### src/tspsa_pkg.sv
// Shared types and constants for the transport-stream packet aligner.
package tspsa_pkg;

    localparam int PACKET_BYTES   = 188;
    localparam int LENGTH_BITS    = 20;
    localparam int WORD_LANES     = 8;
    localparam int WORDS          = (PACKET_BYTES + WORD_LANES - 1) / WORD_LANES;
    localparam int ROW_BITS       = $clog2(WORDS);
    localparam int LANE_BITS      = $clog2(WORD_LANES);
    localparam int FILL_BITS      = $clog2(PACKET_BYTES + 1);
    localparam int LAST_BYTES     = PACKET_BYTES - WORD_LANES * (WORDS - 1);

    localparam logic [7:0] SYNC_BYTE = 8'h47;
    localparam logic [63:0] LAST_WORD_MASK = (64'd1 << (8 * LAST_BYTES)) - 64'd1;

    // One input word: a stream byte and its buffer tags
    typedef struct packed {
        logic [7:0]             data_byte;
        logic                   first_of_buffer;
        logic [LENGTH_BITS-1:0] buffer_length;
    } in_item_t;

    // One output word of a finished packet
    typedef struct packed {
        logic [63:0] packet_word;
        logic [3:0]  word_bytes;
        logic        last_word;
    } out_item_t;

    // Byte write into the packet store
    typedef struct packed {
        logic                en;
        logic [ROW_BITS-1:0] row;
        logic [LANE_BITS-1:0] lane;
        logic [7:0]          data;
    } store_wr_t;

endpackage

### src/tspsa_store.sv
// Packet store: rows of eight bytes, byte-lane write, registered row read.
module tspsa_store (
    input  logic                          clk,
    input  tspsa_pkg::store_wr_t          wr,
    input  logic                          rd_en,
    input  logic [tspsa_pkg::ROW_BITS-1:0] rd_row,
    output logic [63:0]                   rd_data
);

    logic [63:0] mem [tspsa_pkg::WORDS];
    logic [63:0] rd_data_reg;

    // Byte-lane write
    always_ff @(posedge clk)
    begin
        if (wr.en)
        begin
            mem[wr.row][{wr.lane, 3'b000} +: 8] <= wr.data;
        end
    end

    // Registered row read
    always_ff @(posedge clk)
    begin
        if (rd_en)
        begin
            rd_data_reg <= mem[rd_row];
        end
    end

    assign rd_data = rd_data_reg;

endmodule

### src/tspsa_scan.sv
// Per-byte sync search, capture, tail residue and completion control.
module tspsa_scan (
    input  logic                 clk,
    input  logic                 rst_n,
    input  logic                 accept,
    input  tspsa_pkg::in_item_t  item,
    input  logic                 cfg_we,
    input  logic                 cfg_data,
    output tspsa_pkg::store_wr_t wr,
    output logic                 done
);

    localparam logic [1:0] MODE_SEARCH   = 2'd0;
    localparam logic [1:0] MODE_CAPTURE  = 2'd1;
    localparam logic [1:0] MODE_TAIL     = 2'd2;
    localparam logic [1:0] MODE_COMPLETE = 2'd3;

    localparam int LB = tspsa_pkg::LENGTH_BITS;
    localparam int FB = tspsa_pkg::FILL_BITS;
    localparam logic [LB-1:0] POS_MAX = {LB{1'b1}};
    localparam logic [LB:0]   PKT_LEN = (LB+1)'(tspsa_pkg::PACKET_BYTES);
    localparam logic [FB-1:0] FILL_LAST = FB'(tspsa_pkg::PACKET_BYTES - 1);

    logic          enable_reg;
    logic [FB-1:0] fill_reg, fill_next;
    logic [LB-1:0] pos_reg, pos_next;
    logic [1:0]    mode_reg, mode_next;
    logic          ignored_reg, ignored_next;

    logic [LB-1:0] pos_base;
    logic [1:0]    mode_base;
    logic          room_ok;
    logic          wr_en;
    logic [FB-1:0] wr_addr;
    logic          do_gather;
    logic          do_scan;

    // Next state for one accepted byte
    always_comb
    begin
        pos_next     = pos_reg;
        mode_next    = mode_reg;
        fill_next    = fill_reg;
        ignored_next = ignored_reg;
        wr_en        = 1'b0;
        wr_addr      = fill_reg;
        done         = 1'b0;
        do_gather    = 1'b0;
        do_scan      = 1'b0;

        if (item.first_of_buffer)
        begin
            pos_base     = '0;
            mode_base    = MODE_SEARCH;
            ignored_next = !(enable_reg && ({1'b0, item.buffer_length} >= PKT_LEN));
        end
        else
        begin
            pos_base  = pos_reg;
            mode_base = mode_reg;
        end

        // At least a whole packet left in the buffer from here on
        room_ok = {1'b0, item.buffer_length} >= ({1'b0, pos_base} + PKT_LEN);

        if (accept)
        begin
            pos_next  = (pos_base < POS_MAX) ? pos_base + LB'(1) : pos_base;
            mode_next = mode_base;

            if (!ignored_next)
            begin
                if (item.first_of_buffer)
                begin
                    if (fill_reg != '0 && item.data_byte != tspsa_pkg::SYNC_BYTE)
                    begin
                        mode_next = MODE_COMPLETE;
                        do_gather = 1'b1;
                    end
                    else
                    begin
                        fill_next = '0;
                        do_scan   = 1'b1;
                    end
                end
                else
                begin
                    case (mode_base)
                        MODE_CAPTURE,
                        MODE_COMPLETE: do_gather = 1'b1;
                        MODE_TAIL:
                        begin
                            if (fill_reg < FILL_LAST)
                            begin
                                wr_en     = 1'b1;
                                fill_next = fill_reg + FB'(1);
                            end
                        end
                        default: do_scan = 1'b1;
                    endcase
                end

                // Add to the packet; the final byte hands the packet over
                if (do_gather)
                begin
                    wr_en = 1'b1;
                    if (fill_reg == FILL_LAST)
                    begin
                        fill_next = '0;
                        mode_next = MODE_SEARCH;
                        done      = 1'b1;
                    end
                    else
                    begin
                        fill_next = fill_reg + FB'(1);
                    end
                end

                // Sync byte opens a packet or a residue
                if (do_scan && item.data_byte == tspsa_pkg::SYNC_BYTE)
                begin
                    wr_en     = 1'b1;
                    wr_addr   = '0;
                    fill_next = FB'(1);
                    mode_next = room_ok ? MODE_CAPTURE : MODE_TAIL;
                end
            end
        end
        else
        begin
            ignored_next = ignored_reg;
        end
    end

    assign wr.en   = wr_en;
    assign wr.row  = wr_addr[tspsa_pkg::LANE_BITS +: tspsa_pkg::ROW_BITS];
    assign wr.lane = wr_addr[tspsa_pkg::LANE_BITS-1:0];
    assign wr.data = item.data_byte;

    // Control registers
    always_ff @(posedge clk or negedge rst_n)
    begin
        if (!rst_n)
        begin
            enable_reg  <= 1'b0;
            fill_reg    <= '0;
            pos_reg     <= '0;
            mode_reg    <= MODE_SEARCH;
            ignored_reg <= 1'b0;
        end
        else
        begin
            if (cfg_we)
            begin
                enable_reg <= cfg_data;
            end
            fill_reg    <= fill_next;
            pos_reg     <= pos_next;
            mode_reg    <= mode_next;
            ignored_reg <= ignored_next;
        end
    end

endmodule

### src/tspsa_emit.sv
// Read-out sequencer: walks the store rows and drives the output word.
module tspsa_emit (
    input  logic                           clk,
    input  logic                           rst_n,
    input  logic                           start,
    input  logic [63:0]                    rd_data,
    output logic                           rd_en,
    output logic [tspsa_pkg::ROW_BITS-1:0] rd_row,
    input  logic                           out_ready,
    output logic                           out_valid,
    output tspsa_pkg::out_item_t           out_word,
    output logic                           busy
);

    localparam int RB = tspsa_pkg::ROW_BITS;
    localparam int CB = $clog2(tspsa_pkg::WORDS + 1);
    localparam logic [CB-1:0] ROW_END = CB'(tspsa_pkg::WORDS);
    localparam logic [RB-1:0] ROW_LAST = RB'(tspsa_pkg::WORDS - 1);

    logic                  busy_reg;
    logic [CB-1:0]         next_row_reg;
    logic                  inflight_reg;
    logic [RB-1:0]         ret_row_reg;
    logic                  out_valid_reg;
    tspsa_pkg::out_item_t  out_reg;
    logic                  slot_free;
    logic                  ret_last;

    // Issue a read only when the output slot is free on return
    assign slot_free = !out_valid_reg || out_ready;
    assign rd_en     = busy_reg && (next_row_reg != ROW_END) && !inflight_reg && slot_free;
    assign rd_row    = next_row_reg[RB-1:0];
    assign ret_last  = (ret_row_reg == ROW_LAST);

    always_ff @(posedge clk or negedge rst_n)
    begin
        if (!rst_n)
        begin
            busy_reg      <= 1'b0;
            next_row_reg  <= '0;
            inflight_reg  <= 1'b0;
            ret_row_reg   <= '0;
            out_valid_reg <= 1'b0;
        end
        else
        begin
            if (start)
            begin
                busy_reg     <= 1'b1;
                next_row_reg <= '0;
            end
            else if (rd_en)
            begin
                next_row_reg <= next_row_reg + CB'(1);
            end

            inflight_reg <= rd_en;
            if (rd_en)
            begin
                ret_row_reg <= rd_row;
            end

            // Output slot: filled on read return, emptied on accept
            if (inflight_reg)
            begin
                out_valid_reg <= 1'b1;
            end
            else if (out_ready)
            begin
                out_valid_reg <= 1'b0;
            end

            if (out_valid_reg && out_ready && out_reg.last_word)
            begin
                busy_reg <= 1'b0;
            end
        end
    end

    // Output payload, final word keeps only its valid lanes
    always_ff @(posedge clk)
    begin
        if (inflight_reg)
        begin
            out_reg.packet_word <= ret_last ? (rd_data & tspsa_pkg::LAST_WORD_MASK) : rd_data;
            out_reg.word_bytes  <= ret_last ? 4'(tspsa_pkg::LAST_BYTES)
                                            : 4'(tspsa_pkg::WORD_LANES);
            out_reg.last_word   <= ret_last;
        end
    end

    assign out_valid = out_valid_reg;
    assign out_word  = out_reg;
    assign busy      = busy_reg;

endmodule

### src/ts_packet_sync_aligner_unit.sv
// Top level of the transport-stream packet aligner.
//
// Input channel (in_valid/in_ready/in_word): one stream byte per word with
// its first-of-buffer mark and buffer length. One per cycle unless in read-out.
// Output channel (out_valid/out_ready/out_word): each 188-byte packet leaves
// as 24 words of eight bytes, the last word carrying four, first byte low.
// Configuration channel (cfg_valid/cfg_ready/cfg_data): the enable bit,
// always ready; it acts from the next first-of-buffer byte.
// Throughput: one byte per cycle while a packet is being gathered. The byte
// that completes a packet stalls the input until all 24 words have gone:
// the store has one row read port and a row is read only when no read is in
// flight and the output slot is free, so the input is held off for the whole
// read-out, plus any out_ready stall. Each word passes the store read register
// and then the output slot; the next row is read once the last has returned.
// Reset clears all control state; the packet store is not cleared and needs
// no clearing pass. A stalled receiver holds the current word and the
// read-out simply waits.
module ts_packet_sync_aligner_unit (
    input  logic                 clk,
    input  logic                 rst_n,
    input  logic                 in_valid,
    output logic                 in_ready,
    input  tspsa_pkg::in_item_t  in_word,
    output logic                 out_valid,
    input  logic                 out_ready,
    output tspsa_pkg::out_item_t out_word,
    input  logic                 cfg_valid,
    output logic                 cfg_ready,
    input  logic                 cfg_data
);

    tspsa_pkg::store_wr_t          wr;
    logic                          done;
    logic                          busy;
    logic                          rd_en;
    logic [tspsa_pkg::ROW_BITS-1:0] rd_row;
    logic [63:0]                   rd_data;

    // Input held off during packet read-out
    assign in_ready  = !busy;
    assign cfg_ready = 1'b1;

    tspsa_scan u_scan (
        .clk      (clk),
        .rst_n    (rst_n),
        .accept   (in_valid && in_ready),
        .item     (in_word),
        .cfg_we   (cfg_valid),
        .cfg_data (cfg_data),
        .wr       (wr),
        .done     (done)
    );

    tspsa_store u_store (
        .clk     (clk),
        .wr      (wr),
        .rd_en   (rd_en),
        .rd_row  (rd_row),
        .rd_data (rd_data)
    );

    tspsa_emit u_emit (
        .clk       (clk),
        .rst_n     (rst_n),
        .start     (done),
        .rd_data   (rd_data),
        .rd_en     (rd_en),
        .rd_row    (rd_row),
        .out_ready (out_ready),
        .out_valid (out_valid),
        .out_word  (out_word),
        .busy      (busy)
    );

endmodule

### config.mk
export PLATFORM = sky130hd
export DESIGN_NAME = ts_packet_sync_aligner_unit
export DESIGN_NICKNAME = d
export VERILOG_FILES = /design/src/tspsa_pkg.sv /design/src/tspsa_store.sv /design/src/tspsa_scan.sv /design/src/tspsa_emit.sv /design/src/ts_packet_sync_aligner_unit.sv
export SDC_FILE = /design/constraint.sdc
export NUM_CORES = 2
export LEC_CHECK = 0
export BUFFER_PORTS_ARGS = -buffer_cell sky130_fd_sc_hd__buf_4
export CORE_MARGIN = 3
export CORE_UTILIZATION = 44
export DETAILED_ROUTE_END_ITERATION = 8
export SYNTH_ARGS = -nofsm -noshare
export SYNTH_HDL_FRONTEND = slang
export SYNTH_SLANG_ARGS = --single-unit
### constraint.sdc
create_clock -name clk -period 14.2 [get_ports clk]
set_clock_uncertainty 0.1 [all_clocks]
set_input_delay 2.13 -clock clk [delete_from_list [all_inputs] [get_ports clk]]
set_output_delay 2.13 -clock clk [all_outputs]
set_load 0.005 [all_outputs]
[Word-level counts from Yosys, hierarchy flattened]
Memories as Yosys holds them, arrays and structs flattened. A register that Yosys moved wholly into a read port is not among the register bits.
Index checks and enable logic that the tools add are counted.
Storage, ports and cells
  flip-flop bits (word level): 114
  latch bits: 0
  memory bits (writable): 1536
  bits in read-only memories: 0
  word-level logic and storage cells: 110
  memories: 1
Memory list
  u_store.mem: depth 24, width 64, read ports 1, clocked after memory_dff 1, wr ports 1, RTL line tspsa_store.sv:10  | logic [63:0] mem [tspsa_pkg::WORDS];
Operators by class
  add/sub/neg operators: 5
  $mul: 0
  divide/modulo/power cells: 0
  order comparisons: 4
  eq/ne operators: 9
  shift-type cells: 2
  multiplexer cells: 51
  bitwise gates (word level): 1
  reduce and logical (&&, ||, !) cells: 23
Operator list (count)
  8-bit two-way mux: 10
  64-bit two-way mux: 1
  8-bit by 8-bit variable shift with 64-bit output, first input constant: 1
  8-bit by 8-bit indexed part select with 64-bit output: 1
  20-bit two-way mux: 2
  1-bit two-way mux: 27
  20-bit by 8-bit adder with 21-bit output, second input constant: 1
  20-bit by 21-bit >= comparator with 1-bit output: 1
  20-bit by 1-bit adder with 20-bit output, second input constant: 1
  20-bit by 8-bit >= comparator with 1-bit output, second input constant: 1
  20-bit less-than comparator, second input constant: 1
  2-bit two-way mux: 8
  5-bit two-way mux: 2
  1-bit logical AND: 9
  8-bit by 1-bit adder with 8-bit output, second input constant: 1
  8-bit by 7-bit equality test with 1-bit output, second input constant: 1
  8-bit equality test, second input constant: 1
  8-bit less-than comparator, second input constant: 1
  8-bit by 7-bit != test with 1-bit output, second input constant: 1
  6-bit negator with 8-bit output: 1
  4-bit nonzero test: 2
  8-bit nonzero test: 1
  2-bit nonzero test: 3
  5-bit by 1-bit adder with 5-bit output, second input constant: 1
  other kinds (12): 16

[Depth between registers and ports, before layout]
  depth after elaboration: 14
  gate-level depth with buffers: 17
  mapped depth without buffers: 14

[By module]
From an unflattened synthesis, not the netlist that was laid out.
Second synthesis, totals
  cell total of the unflattened synthesis: 3541
  area total of the unflattened synthesis: 67847.6 µm²
Modules (own cells, without submodules)
  tspsa_store: instances 1, cells each 3020, area an instance 61981.9 µm², sequential area each 48046.1 µm²
  tspsa_scan: instances 1, cells each 358, area an instance 2982.9 µm², sequential area each 800.8 µm²
  tspsa_emit: instances 1, cells each 159, area an instance 2861.5 µm², sequential area each 2307.2 µm²
  ts_packet_sync_aligner_unit: instances 1, cells each 4, area an instance 21.3 µm², sequential area each 0.0 µm²

[Worst setup path after synthesis]
Ideal clock, no wire load.
  path kind: input port to flip-flop
  start point: input in_word[11] in the netlist's numbering
  end point: memory u_store.mem[11][0], enable pin
  library setup time: 371 ps
  data arrival time: 5100 ps
  path slack: 8630 ps
  stages: 13
  buffers on the path: 2
  cell sequence: nor4_1 -> nand4_1 -> o211ai_2 -> buf_2 -> nand2_1 -> ha_1 -> ha_1 -> nor2_1 -> nand2_1 -> a21oi_1 -> o211ai_2 -> buf_2 -> nor2_1
On the way
  cells in the longest elaborated chain, start to end: 9
RTL lines
  from (decl): RTL line ts_packet_sync_aligner_unit.sv:23  | input tspsa_pkg::in_item_t in_word,
  20-bit by 8-bit >= comparator with 1-bit output *: RTL line tspsa_scan.sv:55  | ignored_next = !(enable_reg && ({1'b0, item.buffer_length} >= PKT_LEN));
  1-bit logical AND *: RTL line tspsa_scan.sv:55
  1-bit zero test *: RTL line tspsa_scan.sv:55
  1-bit two-way mux *: RTL line tspsa_scan.sv:51  | if (item.first_of_buffer)
  8-bit two-way mux: RTL line tspsa_scan.sv:71  | if (!ignored_next)
  8-bit two-way mux: RTL line tspsa_scan.sv:66  | if (accept)
  6-bit negator with 8-bit output: RTL line tspsa_store.sv:18  | mem[wr.row][{wr.lane, 3'b000} +: 8] <= wr.data;
  8-bit by 8-bit variable shift with 64-bit output: RTL line tspsa_store.sv:18
  64-bit two-way mux (implied by the code): RTL line tspsa_store.sv:18
  to (decl): RTL line tspsa_store.sv:10
Every way passes the cells marked *; elsewhere a longest branch is shown, timed or not.

[Worst setup path in the final report]
  start point: input in_word[11] in the netlist's numbering
  end point: memory u_store.mem[21][23], enable pin
The elaborated chain is that of the path after synthesis.

==> flow_metrics.tcl <==
set metrics [dict create \
    period_needed_ns 6.19 \
    antenna_found_initial 7 \
    fin_nets 3489 \
    drtPass1Iterations 5 \
    cts-resized-gates 0 \
    syn_area_per_cell_sq_um 20.8 \
    met1Wirelength_um 70200 \
    synth_top_area_share_pct 74.2 \
    cts_hold_buffers 0 \
    grt_max_degree 167 \
    die-area_sq_mm 0.158 \
    cp_top_family "simple AND/OR/NAND/NOR gates" \
    grt_pass1_wl_um 236000 \
    place.gp.congestion 0.823 \
    chipWidth_um 397 \
    ir_drop_mv 0.129 \
    crit_type "in -> reg" \
    netlist_area_sq_mm 0.0674 \
    min_path_type "reg -> reg" \
    clk_latency_ns 0.81 \
    leakage_nw 24.1 \
    largest_reg_flops 1536 \
    maxUsedRoutingLayer "met5" \
    io_buffers 103 \
    cpMaxStageDelayCell "nor2_1" \
    synth_fa_ha_area_share_pct 0.557 \
    crit_buf_inv 2 \
    worst_pin_slew_ns 1.20 \
    drive_gt1_share_pct 26.6 \
    slew_headroom_pct 20.3 \
    placementRows 142 \
    cellPowerDensity_mw_per_mm2 171 \
    synth_seq_area_share_pct 75.9 \
    synth-seq-cells 1711 \
    crit_path_max_incr_delay_ns 0.80 \
    r2r_end "u_store.mem[21][23]" \
    yosys.area.top_type "edfxtp_1" \
    drv_slew 0 \
    clock-sinks 1711 \
    fin_crit_sh_pct 43.6 \
    worstSetupStartpoint "in_word[11]" \
    r2r_start "u_emit.busy" \
    ff2ff_setup_slack_ns 9.32 \
    maxCapViolations 0 \
    syn_to_final_growth_pct 13.6 \
    critPathRequiredTime_ns 14.51 \
    r2r_cells 10 \
    vias_per_cell 5.81 \
    cts_inserted_buffers 173 \
    ctsHtreeMaxLevel 4 \
    cts_root_buf "clkbuf_16" \
    crit_cells 11 \
    drt_wl_total_um 163000 \
    fmax_mhz 162 \
    die_h_um 397 \
    synth_compound_area_share_pct 1.79 \
    arrival_ns 6.50 \
    grt_pass1_vias 32405 \
    ant_nets 0 \
    track_usage_pct 20.8 \
    clockBufferDepth 3 \
    met3WireLength_um 13700 \
    fin_cells 5589 \
    rsz0062_at_grt "no" \
    crit_fanout 37 \
    overflow 0 \
    initial_core_util_pct 44.6 \
    synthDistinctLibCells 75 \
    crit_chain "buf_4, nor4_1, nand4_1, o211ai_2, buf_4, nand2_1, ha_1, ha_1, nor3_2, o2111ai_4, nor2_1" \
    ioPinCount 107 \
    status "finished, final reports clean" \
    postCtsSetupBuffers 0 \
    hold_viol 0 \
    clk_pin_slew_ns 0.06 \
    dp_hpwl_um 99200 \
    coreArea_sq_mm 0.151 \
    yosys.area_share.simple_pct 4.05 \
    utilization_pct 50.7 \
    synth-edff-count 1666 \
    critPathCaptureType "register" \
    tritoncts "done" \
    critical_path.endpoint "u_store.mem[21][23]" \
    synth_top_family_by_area "multiplexers" \
    dp_cells 5265 \
    post_drt_wl_per_cell_um 29.2 \
    vias 32465 \
    synth_xor_area_share_pct 0.377 \
    finalSetupViolCount 0 \
    synthMuxAreaShare_pct 16.1 \
    met2_length_um 75100 \
    yosysWarnings 0 \
    critPathLaunchType "input port" \
    yosys-top-cells-area "edfxtp_1 (74%), mux4_2 (15%), nor2_1 (1.8%)" \
    async_flop_share_pct 2.63 \
    synth-main-ff-cell "edfxtp_1" \
    syn-instance-count 3236 \
    drt-initial-drc-count 3367 \
    drc_errors 0 \
    finalSetupTns_ns 0 \
]
[worst min-delay path by stage]
stage	startpoint	endpoint	cells past startpoint
after floorplan	u_store.rd_data[5]	u_emit.out_word[10]	0
after global placement	u_store.rd_data[22]	u_emit.out_word[27]	0
after detailed placement	u_store.rd_data[25]	u_emit.out_word[30]	0
after CTS	u_store.rd_data[31]	u_emit.out_word[36]	0
after global routing	u_store.rd_data[31]	u_emit.out_word[36]	0
final	u_store.rd_data[31]	u_emit.out_word[36]	0
[power breakdown]
| group | internal (mW) | total, mW | switching (mW) | leakage (nW) |
|---|---|---|---|---|
| Sequential | 5.89 | 5.98 | 0.0900 | 15.9 |
| Clock | 2.76 | 4.72 | 1.96 | 2.89 |
| Combinational | 1.02 | 2.42 | 1.40 | 5.33 |
| Total | 9.67 | 13.1 | 3.44 | 24.1 |
[final cells by class]
cell class / instances / area [sq um]
diodes: 5 / 12.5
inverters: 22 / 82.6
fillers: 11972 / 74500
clock inverters: 124 / 1470
flip-flops and latches: 1711 / 51200
repair buffers: 178 / 1350
well taps: 2016 / 2520
clock buffers: 195 / 4460
multi-input cells: 1338 / 15500
[synthesized netlist by cell type (4+ instances only)]
library cell     n
a21oi_1         79
a31oi_1          4
a32oi_1          5
and2_1          69
and3_1          10
buf_1           12
buf_2           69
buf_4            5
clkbuf_1        78
dfrtp_1         45
edfxtp_1      1666
ha_1            30
inv_1           21
mux2_2           5
mux2i_1         67
mux4_2         448
nand2_1         66
nand3_1         35
nand4_1         14
nor2_1         326
nor2b_1         14
nor3_1          15
nor3b_1          4
nor4_1           9
o2111ai_4        7
o211ai_1         8
o21a_1           8
o21ai_0          8
o22ai_1          5
o31a_1           4
or2_2            4
or4_1            4
xnor2_1         21
xor2_1           8
[stage by stage]
step | hold WS [ns] | power [mW] | setup WS (ns) | instance area, sq um
after floorplan | 0.300 | 7.74 | 8.63 | 67400
after detailed placement | 0.305 | 8.55 | 7.26 | 70600
after global placement | 0.302 | 8.53 | 7.33 | 70600
final | 0.306 | 13.1 | 8.01 | 76500
after global routing | 0.313 | 13.6 | 7.68 | 76500
after CTS | 0.308 | 13.2 | 8.07 | 76500
[cell usage in the layout (no fill, tap or decap), types with 5 or more instances in the layout]
| master | instances |
|---|---|
| dfrtp_4 | 6 |
| dfrtp_1 | 39 |
| nor2b_1 | 14 |
| clkinvlp_4 | 13 |
| clkinv_1 | 21 |
| nand2_1 | 66 |
| clkinv_2 | 36 |
| nand3_2 | 7 |
| o2111ai_4 | 7 |
| o22ai_1 | 5 |
| o211ai_1 | 8 |
| clkinv_4 | 8 |
| a32oi_1 | 5 |
| nor2_1 | 326 |
| nand3_1 | 28 |
| edfxtp_1 | 1666 |
| buf_4 | 177 |
| xnor2_1 | 21 |
| inv_1 | 21 |
| clkbuf_1 | 18 |
| o21a_1 | 8 |
| mux2i_1 | 67 |
| and2_1 | 69 |
| mux4_2 | 448 |
| mux2_2 | 5 |
| a21oi_1 | 79 |
| diode_2 | 5 |
| bufinv_16 | 26 |
| o21ai_0 | 8 |
| inv_6 | 11 |
| and3_1 | 10 |
| clkbuf_16 | 174 |
| nand4_1 | 14 |
| xor2_1 | 8 |
| ha_1 | 30 |
| nor3_1 | 15 |
| nor4_1 | 8 |
[metal layers]
layer	global-route usage, %	vias up
met5	0	-
met4	5.69	4
met3	5.33	223
met2	31.2	1360
met1	30.5	17201
li1	-	13677
[logic make-up after synthesis]
kind of cell / count (synthesis)
DFF: 1711
and+or+nand+nor: 593
muxes: 521
buffers and inverters: 188
AOI/OAI and AO/OA: 162
adders and majority gates: 30
xor gates and xnor gates: 29
other: 2
(Power assumes the default switching activity.)
